--- src/rtl/lpmd_pkg.sv ---
// ----------------------------------------------------------------------------
// lpmd_pkg
// Shared types and constants for the length-prefixed message deframer.
// ----------------------------------------------------------------------------
package lpmd_pkg;

    localparam int unsigned HDR_BYTES = 12;
    localparam int unsigned HDR_IDX_W = 4;
    localparam logic [HDR_IDX_W-1:0] HDR_FIRST = 4'd0;
    localparam logic [HDR_IDX_W-1:0] HDR_LAST  = 4'd11;

    typedef logic [7:0] byte_t;

    typedef struct packed {
        logic [15:0] msg_type;
        logic [15:0] msg_cmd;
        logic [15:0] msg_index;
        logic [15:0] msg_total;
        logic [31:0] msg_length;
        logic        payload_valid;
        logic [7:0]  payload_byte;
        logic [31:0] byte_offset;
        logic        last;
    } lpmd_rec_t;

endpackage

--- src/rtl/length_prefixed_message_deframer_core.sv ---
// Takes one stream byte per cycle, unless stalled, with no bubbles between
// messages. Header bytes produce no beat except the last byte of a
// zero-length header; every payload byte produces one beat. Each beat is
// written into the queue from its input byte, then held in the output
// register. The input stalls only when the result queue (FIFO_DEPTH entries)
// is full, which happens only under sustained output stall.
// ----------------------------------------------------------------------------
// length_prefixed_message_deframer_core
// Top level: header parser front, result queue, registered output stage.
// ----------------------------------------------------------------------------
module length_prefixed_message_deframer_core
#(
    parameter int unsigned FIFO_DEPTH = 4
)
(
    input  logic        clk,
    input  logic        rst_n,
    input  logic        data_valid,
    output logic        data_stall,
    input  logic [7:0]  data_byte,
    output logic        msg_valid,
    input  logic        msg_stall,
    output logic [15:0] msg_type,
    output logic [15:0] msg_cmd,
    output logic [15:0] msg_index,
    output logic [15:0] msg_total,
    output logic [31:0] msg_length,
    output logic        payload_valid,
    output logic [7:0]  payload_byte,
    output logic [31:0] byte_offset,
    output logic        last
);
    import lpmd_pkg::*;

    logic      q_push, q_full, q_pop, q_not_empty;
    lpmd_rec_t push_rec, pop_rec, out_rec;

    lpmd_front u_front
    (
        .clk        (clk),
        .rst_n      (rst_n),
        .data_valid (data_valid),
        .data_stall (data_stall),
        .data_byte  (data_byte),
        .q_full     (q_full),
        .q_push     (q_push),
        .q_rec      (push_rec)
    );

    lpmd_fifo #(.DEPTH(FIFO_DEPTH)) u_fifo
    (
        .clk       (clk),
        .rst_n     (rst_n),
        .push      (q_push),
        .push_rec  (push_rec),
        .full      (q_full),
        .pop       (q_pop),
        .not_empty (q_not_empty),
        .pop_rec   (pop_rec)
    );

    lpmd_back u_back
    (
        .clk         (clk),
        .rst_n       (rst_n),
        .q_not_empty (q_not_empty),
        .q_rec       (pop_rec),
        .q_pop       (q_pop),
        .msg_valid   (msg_valid),
        .msg_stall   (msg_stall),
        .out_rec     (out_rec)
    );

    assign msg_type      = out_rec.msg_type;
    assign msg_cmd       = out_rec.msg_cmd;
    assign msg_index     = out_rec.msg_index;
    assign msg_total     = out_rec.msg_total;
    assign msg_length    = out_rec.msg_length;
    assign payload_valid = out_rec.payload_valid;
    assign payload_byte  = out_rec.payload_byte;
    assign byte_offset   = out_rec.byte_offset;
    assign last          = out_rec.last;

endmodule

--- src/rtl/lpmd_front.sv ---
// ----------------------------------------------------------------------------
// lpmd_front
// Accepts stream bytes, gathers the 12-byte header and tags payload beats.
// ----------------------------------------------------------------------------
module lpmd_front
(
    input  logic                clk,
    input  logic                rst_n,
    input  logic                data_valid,
    output logic                data_stall,
    input  logic [7:0]          data_byte,
    input  logic                q_full,
    output logic                q_push,
    output lpmd_pkg::lpmd_rec_t q_rec
);
    import lpmd_pkg::*;

    byte_t                hdr_reg [HDR_BYTES];
    byte_t                hdr_next [HDR_BYTES];
    logic [HDR_IDX_W-1:0] cnt_reg, cnt_next;
    logic                 in_payload_reg, in_payload_next;
    logic [31:0]          remaining_reg, remaining_next;
    logic [31:0]          length_reg, length_next;

    logic                 accept;
    logic [HDR_IDX_W-1:0] idx;
    logic [31:0]          hdr_len;

    assign data_stall = q_full;
    assign accept     = data_valid && !q_full;
    assign idx        = (cnt_reg > HDR_LAST) ? HDR_FIRST : cnt_reg;
    assign hdr_len    = {hdr_reg[8], hdr_reg[9], hdr_reg[10], data_byte};

    always_comb
    begin
        hdr_next        = hdr_reg;
        cnt_next        = cnt_reg;
        in_payload_next = in_payload_reg;
        remaining_next  = remaining_reg;
        length_next     = length_reg;
        q_push          = 1'b0;

        q_rec.msg_type      = {hdr_reg[0], hdr_reg[1]};
        q_rec.msg_cmd       = {hdr_reg[2], hdr_reg[3]};
        q_rec.msg_index     = {hdr_reg[4], hdr_reg[5]};
        q_rec.msg_total     = {hdr_reg[6], hdr_reg[7]};
        q_rec.msg_length    = length_reg;
        q_rec.payload_valid = 1'b1;
        q_rec.payload_byte  = data_byte;
        q_rec.byte_offset   = length_reg - remaining_reg;
        q_rec.last          = (remaining_reg <= 32'd1);

        if (accept)
        begin
            if (!in_payload_reg)
            begin
                hdr_next[idx] = data_byte;
                if (idx == HDR_LAST)
                begin
                    cnt_next    = HDR_FIRST;
                    length_next = hdr_len;
                    if (hdr_len == 32'd0)
                    begin
                        q_push              = 1'b1;
                        q_rec.msg_length    = 32'd0;
                        q_rec.payload_valid = 1'b0;
                        q_rec.payload_byte  = 8'd0;
                        q_rec.byte_offset   = 32'd0;
                        q_rec.last          = 1'b1;
                    end
                    else
                    begin
                        remaining_next  = hdr_len;
                        in_payload_next = 1'b1;
                    end
                end
                else
                begin
                    cnt_next = idx + 1'b1;
                end
            end
            else
            begin
                q_push = 1'b1;
                if (remaining_reg <= 32'd1)
                begin
                    remaining_next  = 32'd0;
                    in_payload_next = 1'b0;
                end
                else
                begin
                    remaining_next = remaining_reg - 32'd1;
                end
            end
        end
    end

    always_ff @(posedge clk)
    begin
        hdr_reg <= hdr_next;
    end

    always_ff @(posedge clk or negedge rst_n)
    begin
        if (!rst_n)
        begin
            cnt_reg        <= HDR_FIRST;
            in_payload_reg <= 1'b0;
            remaining_reg  <= 32'd0;
            length_reg     <= 32'd0;
        end
        else
        begin
            cnt_reg        <= cnt_next;
            in_payload_reg <= in_payload_next;
            remaining_reg  <= remaining_next;
            length_reg     <= length_next;
        end
    end

endmodule

--- src/rtl/lpmd_fifo.sv ---
// ----------------------------------------------------------------------------
// lpmd_fifo
// Short result queue between the header/payload front and the output stage.
// ----------------------------------------------------------------------------
module lpmd_fifo
#(
    parameter int unsigned DEPTH = 4
)
(
    input  logic                clk,
    input  logic                rst_n,
    input  logic                push,
    input  lpmd_pkg::lpmd_rec_t push_rec,
    output logic                full,
    input  logic                pop,
    output logic                not_empty,
    output lpmd_pkg::lpmd_rec_t pop_rec
);
    import lpmd_pkg::*;

    localparam int unsigned PTR_W = (DEPTH > 1) ? $clog2(DEPTH) : 1;
    localparam int unsigned CNT_W = $clog2(DEPTH + 1);
    localparam logic [PTR_W-1:0] PTR_MAX = PTR_W'(DEPTH - 1);
    localparam logic [CNT_W-1:0] CNT_FULL = CNT_W'(DEPTH);

    lpmd_rec_t        mem [DEPTH];
    logic [PTR_W-1:0] wr_ptr_reg, wr_ptr_next;
    logic [PTR_W-1:0] rd_ptr_reg, rd_ptr_next;
    logic [CNT_W-1:0] cnt_reg, cnt_next;
    logic             do_push, do_pop;

    assign full      = (cnt_reg == CNT_FULL);
    assign not_empty = (cnt_reg != '0);
    assign do_push   = push && !full;
    assign do_pop    = pop && not_empty;
    assign pop_rec   = mem[rd_ptr_reg];

    always_comb
    begin
        wr_ptr_next = wr_ptr_reg;
        rd_ptr_next = rd_ptr_reg;
        cnt_next    = cnt_reg;
        if (do_push)
        begin
            wr_ptr_next = (wr_ptr_reg == PTR_MAX) ? '0 : wr_ptr_reg + 1'b1;
        end
        if (do_pop)
        begin
            rd_ptr_next = (rd_ptr_reg == PTR_MAX) ? '0 : rd_ptr_reg + 1'b1;
        end
        if (do_push && !do_pop)
        begin
            cnt_next = cnt_reg + 1'b1;
        end
        else if (do_pop && !do_push)
        begin
            cnt_next = cnt_reg - 1'b1;
        end
    end

    always_ff @(posedge clk)
    begin
        if (do_push)
        begin
            mem[wr_ptr_reg] <= push_rec;
        end
    end

    always_ff @(posedge clk or negedge rst_n)
    begin
        if (!rst_n)
        begin
            wr_ptr_reg <= '0;
            rd_ptr_reg <= '0;
            cnt_reg    <= '0;
        end
        else
        begin
            wr_ptr_reg <= wr_ptr_next;
            rd_ptr_reg <= rd_ptr_next;
            cnt_reg    <= cnt_next;
        end
    end

endmodule

--- src/rtl/lpmd_back.sv ---
// ----------------------------------------------------------------------------
// lpmd_back
// Output register stage: drains the queue into the message channel.
// ----------------------------------------------------------------------------
module lpmd_back
(
    input  logic                clk,
    input  logic                rst_n,
    input  logic                q_not_empty,
    input  lpmd_pkg::lpmd_rec_t q_rec,
    output logic                q_pop,
    output logic                msg_valid,
    input  logic                msg_stall,
    output lpmd_pkg::lpmd_rec_t out_rec
);
    import lpmd_pkg::*;

    logic      valid_reg, valid_next;
    lpmd_rec_t rec_reg;

    assign q_pop      = q_not_empty && (!valid_reg || !msg_stall);
    assign valid_next = q_pop ? 1'b1 : (valid_reg && msg_stall);
    assign msg_valid  = valid_reg;
    assign out_rec    = rec_reg;

    always_ff @(posedge clk)
    begin
        if (q_pop)
        begin
            rec_reg <= q_rec;
        end
    end

    always_ff @(posedge clk or negedge rst_n)
    begin
        if (!rst_n)
        begin
            valid_reg <= 1'b0;
        end
        else
        begin
            valid_reg <= valid_next;
        end
    end

endmodule

--- config.mk ---
export PLATFORM = sky130hd
export DESIGN_NAME = length_prefixed_message_deframer_core
export DESIGN_NICKNAME = d
export VERILOG_FILES = /design/src/rtl/lpmd_pkg.sv /design/src/rtl/length_prefixed_message_deframer_core.sv /design/src/rtl/lpmd_front.sv /design/src/rtl/lpmd_fifo.sv /design/src/rtl/lpmd_back.sv
export SDC_FILE = /design/constraint.sdc
export NUM_CORES = 1
export LEC_CHECK = 0
export ABC_AREA = 1
export BUFFER_PORTS_ARGS = -buffer_cell sky130_fd_sc_hd__buf_2
export CAP_MARGIN = 10
export CORE_AREA = 2 2 254 256
export DETAILED_ROUTE_END_ITERATION = 7
export DIE_AREA = 0 0 256 258
export PLACE_DENSITY = 0.77
export SLEW_MARGIN = 10
export SYNTH_ARGS = -nofsm -noshare
export SYNTH_HDL_FRONTEND = slang
export SYNTH_SLANG_ARGS = --single-unit
--- constraint.sdc ---
create_clock -name clk -period 10 [get_ports clk]
set_input_delay 2 -clock clk [delete_from_list [all_inputs] [get_ports clk]]
set_output_delay 2 -clock clk [all_outputs]
set_load 0.02 [all_outputs]
==> reports/metrics.yaml <==
routing:
  wl_per_cell_um: 21.06
  ant_nets: 0
  drt_iter0_markers: 2236
  drt_wl_total_mm: 82.04
  drt_first_pass_iters: 6
  vias: 22238
  drc: 0
  vias_per_cell: 5.708
timing:
  timing.fmax_mhz: 189.3
  fin_setup_tns_ns: 0
  max_slew_margin_pct: 21.85
  skew_ns: 0.01912
  period_share_pct: 52.83
  grt_setup_unrepaired: "no"
  setup_slack_ns: 4.717
  tightest_slew_ns: 1.172
  fin_crit_ns: 5.283
  setup_viol: 0
  hold_violations: 0
  final_max_slew_viol_count: 0
yosys:
  synth-xor-area-share_pct: 0.6583
  ys_warn_count: 0
  synth_nets: 2910
  synth_top_flop_cell: "edfxtp_1"
  async_flop_share_pct: 9.006
  synthCells: 2848
  synth_mux_area_share_pct: 0.03256
  syn_area_mm2: 0.03459
  synth_compound_area_share_pct: 8.537
  yosys.area_share.simple_pct: 12.15
  seq_area_frac_synth_pct: 73.11
  synth_top_family_by_area: "simple AND/OR/NAND/NOR gates"
  synth_edf_count: 778
  netlist-cell-type-count: 40
  synthAdderAreaFrac_pct: 1.852
  ys_ff_latch: 855
  avgSynthCellArea_um2: 12.15
critical_path:
  crit_family: "simple AND/OR/NAND/NOR gates"
  critPathRequiredTime_ns: 10.26
  worst_setup_path_end_kind: "flip-flop"
  crit_path_start_kind: "input pin"
  cp.arrival_ns: 5.54
  path_common_cell: "nand2_1"
  r2r-start: "u_front.hdr_len[16]"
  crit_start: "data_byte[3]"
  cp_max_fo: 107
  critical_path_class: "input pin to flip-flop"
  cp_num_buf_inv: 3
  slowest_delay_ns: 0.94
  crit_chain: "buf_2, nor2_1, nand2_1, nor2_1, nand2_1, nor2_4, buf_4, nand3_1, nand2_1, nand2_1, nor2_4, buf_12"
  cp_slowest_cell: "nor2_4"
final_layout:
  nFillCells: 4744
  num_antenna_cells: 0
  drive_gt1_share_pct: 10.65
  largest_reg_flops: 552
  top_register: "u_fifo.mem"
  stdcell_count: 3896
  synthToLayoutAreaGrowth_pct: 12.21
  fin_nets: 3035
die:
  core_area_mm2: 0.06365
  die_y_um: 258
  die_width_um: 256
  ios: 152
  start_util_pct: 54.34
  core.rowCount: 93
  dieArea_mm2: 0.06605
global_route:
  busiest_layer: "met2"
  grt_util_met3_pct: 3.946
  grt_pass1_vias: 21755
  grt.total_usage_pct: 24.58
  grt_max_degree: 165
  use_met2_pct: 41.40
  use_met1_pct: 32.33
  antenna_found_initial: 1
  grt_pass1_wl_mm: 124.5
  grt_overflow: 0
clocking:
  clkLatencyLatePin_ns: 0.64
  cts_tree: "done"
  postCtsHoldBufs: 0
  numCtsBuffers: 85
  clk_pin_slew_ns: 0.06
  ctsResizeCount: 0
  cts_num_sinks: 855
  clockRootBuffer: "clkbuf_16"
  clockBufferDepth: 3
  post_cts_buffers: 0
  htreeDepth: 3
placement:
  place_ws_ns: 4.101
  dpl.cell_count: 3741
  hpwl_mm: 49.84
  place.gp.congestion: 0.9755
  io_buffers: 151
power_and_ir_drop:
  p_leak_nw: 14.64
  ir_worst_vdd_uv: 192.0
  powerDensity_mw_per_mm2: 316.7
flow_run:
  drv_cap: 0
hold_path:
  holdCritStartpoint: "u_front.q_rec[135]"
  hold_path.class: "flip-flop to flip-flop"
status:
  status: "finished clean"
-- power by group --
part           internal (mW)  switching, mW  leakage, nW
Clock                   1.83           1.33         1.36
Sequential              4.91          0.365         8.11
Combinational           1.04           2.81         5.16
Total                   7.78           4.51         14.6
-- path summary, 6_finish.rpt --
check	slack [ns]	cells past startpoint	end
worst max-delay path	4.72	12	u_fifo.mem[0][21]
worst min-delay path	0.50	0	u_fifo.mem[2][135]
worst max register to register	5.87	11	u_fifo.mem[0][21]
worst min register to register	0.50	0	u_fifo.mem[2][135]
max in group asynchronous	7.59	2	u_fifo.rd_ptr_reg[0]
min in group asynchronous	1.32	1	u_front.remaining_reg[20]
-- cells in the final DEF (no fill, tap or decap), types with 3 or more instances in the layout --
master      instances
a21boi_0           32
a21oi_1            41
buf_12              3
buf_2             150
buf_4              12
bufinv_16           8
clkbuf_1           15
clkbuf_16          87
clkbuf_8            3
clkinv_1           11
clkinv_2           18
clkinv_4            4
clkinvlp_4          3
dfrtp_1            75
edfxtp_1          778
ha_1               48
inv_1             178
inv_2               4
inv_6               7
nand2_1           526
nand2_2             3
nand3_1            40
nand4_1            11
nor2_1            462
nor2_2              4
nor2_4              7
nor3_1              5
o21ai_0           310
o21ai_1             6
o22ai_1           142
xnor2_1             5
xor2_1             21
-- kinds of logic (layout without fill, tap and decap cells) --
kind of cell / after synthesis / in the layout
simple gates: 1068 / 1068
flops: 855 / 855
compound gates: 536 / 536
buf+inv: 312 / 505
fa+ha+maj: 50 / 50
xor+xnor: 26 / 26
mux: 1 / 1
-- layout make-up --
type,instances,area (µm²),share of cell area (%)
multi-input combinational,1681,8065,20.78
sequential,855,25300,65.18
timing repair buffer,165,900.9,2.321
clock buffer,105,2275,5.861
inverter,185,705.7,1.818
clock inverter,50,499.2,1.286
tap,855,1070,2.756
-- per-layer routing --
metal  wire length (µm)  up-vias
met5                 16        -
met4               2654        2
met3               5512      163
met2              40630      879
met1              33230    10974
li1                   -    10220
-- synth_stat cells, types with 2 or more instances --
master / number / share of area, %
nand3_1: 40 / 0.58
o21ai_1: 6 / 0.087
nor2_4: 3 / 0.098
nor2_1: 466 / 5.1
nand4_1: 11 / 0.20
nor2_2: 4 / 0.072
inv_2: 4 / 0.043
o21ai_0: 310 / 4.5
clkbuf_1: 86 / 0.93
buf_4: 10 / 0.22
ha_1: 48 / 1.7
dfrtp_1: 77 / 5.6
o22ai_1: 142 / 2.6
nand2_1: 526 / 5.7
nand2_2: 3 / 0.054
xnor2_1: 5 / 0.13
fa_1: 2 / 0.12
edfxtp_1: 778 / 68
inv_1: 180 / 2.0
a21boi_0: 32 / 0.69
and3_1: 2 / 0.036
a21oi_1: 41 / 0.59
o21bai_1: 2 / 0.043
buf_2: 27 / 0.39
xor2_1: 21 / 0.53
nor3_1: 5 / 0.072
buf_6: 3 / 0.098
nand3_2: 2 / 0.058
-- metrics by stage --
step | hold WS (ns) | total power, mW | util (%) | cell area (µm²)
2_1_floorplan | 0.4587 | 7.858 | - | 34590
3_3_place_gp | 0.4620 | 9.014 | 56.62 | 36040
3_5_place_dp | 0.4843 | 9.165 | 56.62 | 36040
4_1_cts | 0.4904 | 12.33 | 60.98 | 38810
5_1_grt | 0.5130 | 12.92 | 60.98 | 38810
6_report | 0.4989 | 12.29 | 60.98 | 38810
Power figures use the tool's default switching activity.
